`config.mk`:
```
export PLATFORM = sky130hd
export DESIGN_NAME = scba_ctrl
export DESIGN_NICKNAME = d
export VERILOG_FILES = /design/src/scba_pkg.sv /design/src/scba_ctrl.sv
export SDC_FILE = /design/constraint.sdc
export NUM_CORES = 1
export LEC_CHECK = 0
export BUFFER_PORTS_ARGS = -buffer_cell sky130_fd_sc_hd__buf_4
export CORE_MARGIN = 8
export CORE_UTILIZATION = 40
export CTS_BUF_LIST = sky130_fd_sc_hd__clkbuf_8 sky130_fd_sc_hd__clkbuf_16
export CTS_CLUSTER_DIAMETER = 50
export DETAILED_ROUTE_END_ITERATION = 12
export PLACE_DENSITY_LB_ADDON = 0.25
export SLEW_MARGIN = 20
export SYNTH_ARGS = -nofsm -noshare
export SYNTH_HDL_FRONTEND = slang
export SYNTH_SLANG_ARGS = --single-unit
```
`constraint.sdc`:
```
create_clock -name clk -period 4.4 [get_ports clk]
set_input_delay 0.44 -clock clk [delete_from_list [all_inputs] [get_ports clk]]
set_output_delay 0.44 -clock clk [all_outputs]
set_load 0.02 [all_outputs]
```
`src/scba_pkg.sv`:
```
// Shared types, constants and codes of the size-class block allocator.
// No dependencies; imported by the controller, the datapath and the top level.

package scba_pkg;

    // Defaults for the top-level parameters
    localparam int ADDR_WIDTH_DEF     = 32;
    localparam int NUM_CLASSES_DEF    = 19;
    localparam int STACK_DEPTH_DEF    = 256;
    localparam int MIN_CLASS_LOG2_DEF = 4;

    // Fixed field widths
    localparam int DATA_W     = 32;   // stored block address, granted address
    localparam int SIZE_W     = 32;
    localparam int STATUS_W   = 3;
    localparam int PAGE_W     = 4;
    localparam int HDR_W      = 13;
    localparam int CFG_IDX_W  = 2;
    localparam int CFG_DATA_W = 32;

    // Largest value the page_log2 register can hold
    localparam int PAGE_LOG_MAX = 15;

    // Register reset values
    localparam logic [PAGE_W-1:0] PAGE_LOG2_RST    = PAGE_W'(12);
    localparam logic [DATA_W-1:0] HEAP_BASE_RST    = '0;
    localparam logic [DATA_W-1:0] HEAP_LIMIT_RST   = '1;
    localparam logic [HDR_W-1:0]  HEADER_BYTES_RST = HDR_W'(32);

    // Configuration register indexes
    localparam logic [CFG_IDX_W-1:0] CFG_PAGE_LOG2    = 2'd0;
    localparam logic [CFG_IDX_W-1:0] CFG_HEAP_BASE    = 2'd1;
    localparam logic [CFG_IDX_W-1:0] CFG_HEAP_LIMIT   = 2'd2;
    localparam logic [CFG_IDX_W-1:0] CFG_HEADER_BYTES = 2'd3;

    // Result status codes
    localparam logic [STATUS_W-1:0] ST_OK       = 3'd0;
    localparam logic [STATUS_W-1:0] ST_BAD_SIZE = 3'd1;
    localparam logic [STATUS_W-1:0] ST_OOM      = 3'd2;
    localparam logic [STATUS_W-1:0] ST_FULL     = 3'd3;
    localparam logic [STATUS_W-1:0] ST_NULL     = 3'd4;

    // Request kind
    localparam logic FUNC_ALLOC = 1'b0;
    localparam logic FUNC_FREE  = 1'b1;

    // Source of the granted address in the result beat
    typedef enum logic [1:0] {
        GRANT_ZERO = 2'd0,
        GRANT_POP  = 2'd1,
        GRANT_FILL = 2'd2
    } grant_sel_t;

    // Controller to datapath
    typedef struct packed {
        logic                load_req;    // capture the accepted request
        logic                load_cls;    // register class and size check
        logic                push_free;   // push the freed address
        logic                pop_rd;      // read the stack top and pop it
        logic                start_fill;  // carve a region, set up the fill
        logic                fill_step;   // push one block of the region
        logic                load_out;    // load the result register
        grant_sel_t          grant_sel;
        logic [STATUS_W-1:0] status;
    } scba_cmd_t;

    // Datapath to controller
    typedef struct packed {
        logic func;
        logic addr_zero;
        logic bad_size;
        logic cnt_zero;
        logic cnt_full;
        logic oom;
        logic fill_last;
    } scba_stat_t;

endpackage

```
`src/scba_ctrl.sv`:
```
// Sequencing controller of the size-class block allocator.
// Depends on scba_pkg for the command and status structs and the codes.

module scba_ctrl
    import scba_pkg::*;
(
    input  logic       clk,
    input  logic       rst_n,
    input  logic       s_tvalid,
    output logic       s_tready,
    output logic       m_tvalid,
    input  logic       m_tready,
    input  scba_stat_t stat,
    output scba_cmd_t  cmd
);

    typedef enum logic [5:0] {
        S_IDLE   = 6'b000001,
        S_CLASS  = 6'b000010,
        S_DECIDE = 6'b000100,
        S_CHECK  = 6'b001000,
        S_FILL   = 6'b010000,
        S_FINISH = 6'b100000
    } state_t;

    state_t              state_reg, state_next;
    logic                m_valid_reg, m_valid_next;
    logic [STATUS_W-1:0] status_reg, status_next;
    grant_sel_t          sel_reg, sel_next;

    assign s_tready = (state_reg == S_IDLE);
    assign m_tvalid = m_valid_reg;

    // Next state and commands
    always_comb
    begin
        state_next     = state_reg;
        m_valid_next   = m_valid_reg;
        status_next    = status_reg;
        sel_next       = sel_reg;
        cmd            = '0;
        cmd.grant_sel  = sel_reg;
        cmd.status     = status_reg;

        // drop the result once taken
        if (m_valid_reg && m_tready)
        begin
            m_valid_next = 1'b0;
        end

        unique case (state_reg)
            S_IDLE:
            begin
                if (s_tvalid)
                begin
                    cmd.load_req = 1'b1;
                    state_next   = S_CLASS;
                end
            end
            S_CLASS:
            begin
                cmd.load_cls = 1'b1;
                state_next   = S_DECIDE;
            end
            S_DECIDE:
            begin
                sel_next   = GRANT_ZERO;
                state_next = S_FINISH;
                if (stat.func == FUNC_FREE)
                begin
                    priority if (stat.addr_zero)
                    begin
                        status_next = ST_NULL;
                    end
                    else if (stat.bad_size)
                    begin
                        status_next = ST_BAD_SIZE;
                    end
                    else if (stat.cnt_full)
                    begin
                        status_next = ST_FULL;
                    end
                    else
                    begin
                        cmd.push_free = 1'b1;
                        status_next   = ST_OK;
                    end
                end
                else
                begin
                    priority if (stat.bad_size)
                    begin
                        status_next = ST_BAD_SIZE;
                    end
                    else if (stat.cnt_zero)
                    begin
                        state_next = S_CHECK;
                    end
                    else
                    begin
                        cmd.pop_rd  = 1'b1;
                        status_next = ST_OK;
                        sel_next    = GRANT_POP;
                    end
                end
            end
            S_CHECK:
            begin
                if (stat.oom)
                begin
                    status_next = ST_OOM;
                    state_next  = S_FINISH;
                end
                else
                begin
                    cmd.start_fill = 1'b1;
                    state_next     = S_FILL;
                end
            end
            S_FILL:
            begin
                cmd.fill_step = 1'b1;
                if (stat.fill_last)
                begin
                    status_next = ST_OK;
                    sel_next    = GRANT_FILL;
                    state_next  = S_FINISH;
                end
            end
            S_FINISH:
            begin
                // hold until the result register is free
                if (!m_valid_reg || m_tready)
                begin
                    cmd.load_out = 1'b1;
                    m_valid_next = 1'b1;
                    state_next   = S_IDLE;
                end
            end
            default:
            begin
                state_next = S_IDLE;
            end
        endcase
    end

    // State registers
    always_ff @(posedge clk or negedge rst_n)
    begin
        if (!rst_n)
        begin
            state_reg   <= S_IDLE;
            m_valid_reg <= 1'b0;
            status_reg  <= ST_OK;
            sel_reg     <= GRANT_ZERO;
        end
        else
        begin
            state_reg   <= state_next;
            m_valid_reg <= m_valid_next;
            status_reg  <= status_next;
            sel_reg     <= sel_next;
        end
    end

endmodule

```
==> results.md <==
- Initial antenna violation count: 0
- Max Root-Sink Buffers: 2
- Post-synth top cells: dfrtp_1 (11), a21oi_1 (5), inv_1 (5)
- CTS Root Cell: clkbuf_8
- FF-to-FF path depth: 5
- Drc violations: 0
- CP required: a little under 4 ns
- Library cells used by synthesis: 37
- Tmin final: ~2.3 ns
- DR iter-0 viols: 12
- Clock sinks: 12
- Die area: 3420 sq um
- Layout cells sized above 1: around two fifths
- Buffers on Ports: 24
- Peak Freq: ~430 MHz
- DR vias: between 600 and 700
- Asr flop ratio synth: 100%
- Seq/Total Area, Yosys: approximately two fifths
- RSZ-0062 raised after global routing: no
- Net count, final: between 100 and 150
- Seq cells post-synth: 12
- Reg-to-reg endpoint: status_reg[1]
- Critical Path Source: state_reg[1]
- Synth area leader: dfrtp_1
- Die Y: between 50 and 60 microns
- Worst hold-check path type: primary input to async pin
- Switch share: a little under two fifths
- Max Cap Viol: 0
- YS warnings: 0
- Hold buffers post-CTS: 0
- CORE AREA: 1710 sq um
- DRT Pass-1 Iters: 4
- Met2 usage: 15.7%
- P_sw: a little over 0.2 mW
- P&R area growth vs syn: 33.4%
- Dpl hpwl: roughly 1300 microns
- Mapped cell area: approximately 720 sq um
- Hold Fails Final Rpt: 0
- Final Max Tran Viols: 0
- Total gr overflow: 0
- Slew @ Worst Pin: just under 0.4 ns
- Top FF cell, synth: dfrtp_1
- Post-CTS Setup Inserts: 0
- Placed inst area: 910 sq um
- Reg-to-reg startpoint: state_reg[1]
- Worst Skew: between 0.002 and 0.0025 ns
- Post-Syn Instances: 71
- Final setup viols: 0
- EDFF count, synth: 0
- Top-count cell post-synth: dfrtp_1
- Syn_area_per_cell: a little over 10 sq um
- LEAKAGE: 0.468 nW
- Routed WL: 1710 microns
- Power density over cell area: between 500 and 600 nW/um^2
- PnR worst setup slack: 2.05 ns
- Num CTS Buffers: 3
- R2R Setup Slk: 2.45 ns
- Post-DRT Antenna Nets: 0
- Arr. time, crit path: ~1.9 ns
- CP max FO: 7
- Gr busiest metal: met2
- Setup_tns: 0 ns
- Largest cells by area after synthesis: dfrtp_1 (38%), o41ai_4 (3.8%), dfstp_2 (3.6%)
- I/O Pins: 25
- Syn nets: between 80 and 90
- GRT Total Usage: about a tenth
- ANT cells: 0
- # rows: 15
- Peak VDD IR: around 270 uV
- Combinational share of power: about 44%
- Global-route wire length before repair: about 2800 microns
- Resize count post-CTS: 0
- CP Class: register to output port
- Power consumption: 0.551 mW
- Clock power frac: roughly 22%
- TritonCTS clock tree: done
- Largest net degree at the start of global routing: 13
- Largest register FFs: 6
- Post-route cell area: about 960 sq um
- Initial core utilization: a little over two fifths
- DR WL/cell: approximately 14 microns
- GP Congestion: 0.815
- Clock Latency Late Sink: approximately 0.24 ns
- Htree depth: 1
- Period utilization: a little over half
- Met3 usage: 4.57%
- Reg clk slew, reported paths: around 0.060 ns
- Crit. End Element: output port
- Synth top area share: about two fifths
- DR vias/cell: 5.26
- Die Wd: ~59 microns
- Slew headroom: roughly three quarters
- Vias in the first global route: ~640
- Dpl ws: about 2.3 ns
- Register share of total power: 34.4%
- Internal Power: around 0.35 mW
- Crit start category: register
- Fill cells: roughly 160
- Grt met1 use: roughly an eighth
- Status: finished, final reports clean
stage by stage:
step	utilization (%)	std cells	hold WS, ns
CTS	56.5	120	0.0333
floorplan	-	71	0.144
finish	56.5	120	0.0279
detailed placement	53.3	116	0.295
global placement	53.3	116	0.292
global route	56.5	120	0.0356
cell families (layout without fill, tap and decap cells):
kind of cell              after synthesis  count (layout)  synth area share [%]
AOI/OAI and AO/OA                      15              15                  17.0
xor gates and xnor gates                2               2                  2.42
buffers and inverters                   9              33                  6.06
DFF                                    12              12                  41.7
muxes                                   1               1                  2.08
and+or+nand+nor                        32              32                  30.8
layout by cell type, fill, tap and decap left out, drive strengths merged, types with 2 or more instances in the layout:
cell	synthesis	routed
nor2b	2	2
nor4	4	4
dfrtp	11	11
nor3	4	4
and2	2	2
o211ai	2	2
o21ai	2	2
buf	4	24
nor3b	3	3
nor2	3	3
nand2	3	3
clkbuf	0	4
o41ai	2	2
inv	5	5
nand2b	4	4
a21oi	5	5
worst max-delay path by stage:
stage,to,cells past startpoint
6_report,cmd[8],5
5_1_grt,cmd[8],5
4_1_cts,cmd[8],5
3_5_place_dp,cmd[8],5
3_3_place_gp,cmd[8],5
2_1_floorplan,cmd[8],4
critical path: stages (launching register included):
cell,delay (ns)
dfrtp_1,0.48
nor2_4,0.18
nand3b_2,0.11
or3_4,0.38
nor4_1,0.29
buf_4,0.22
power groups by stage:
stage / sequential (mW) / combinational [mW] / clock, mW
CTS: 0.189 / 0.245 / 0.124
global route: 0.195 / 0.264 / 0.129
finish: 0.189 / 0.240 / 0.122
floorplan: 0.202 / 0.146 / 0
detailed placement: 0.191 / 0.242 / 0
global placement: 0.189 / 0.243 / 0
layout make-up:
class	instances	area (sq um)	share of cell area, %
flip-flops and latches	12	302	31.3
well taps	25	31.3	3.24
clock buffers	4	55.1	5.71
multi-input cells	50	378	39.2
repair buffers	24	180	18.7
inverters	5	18.8	1.95
routing by layer:
metal  part of all wire [%]  vias to the layer above
met1                     46                      298
met2                     44                       23
met4                    1.1                        0
met5                      0                        -
met3                    9.2                        4
li1                       -                      306
Power figures use the tool's default switching activity.
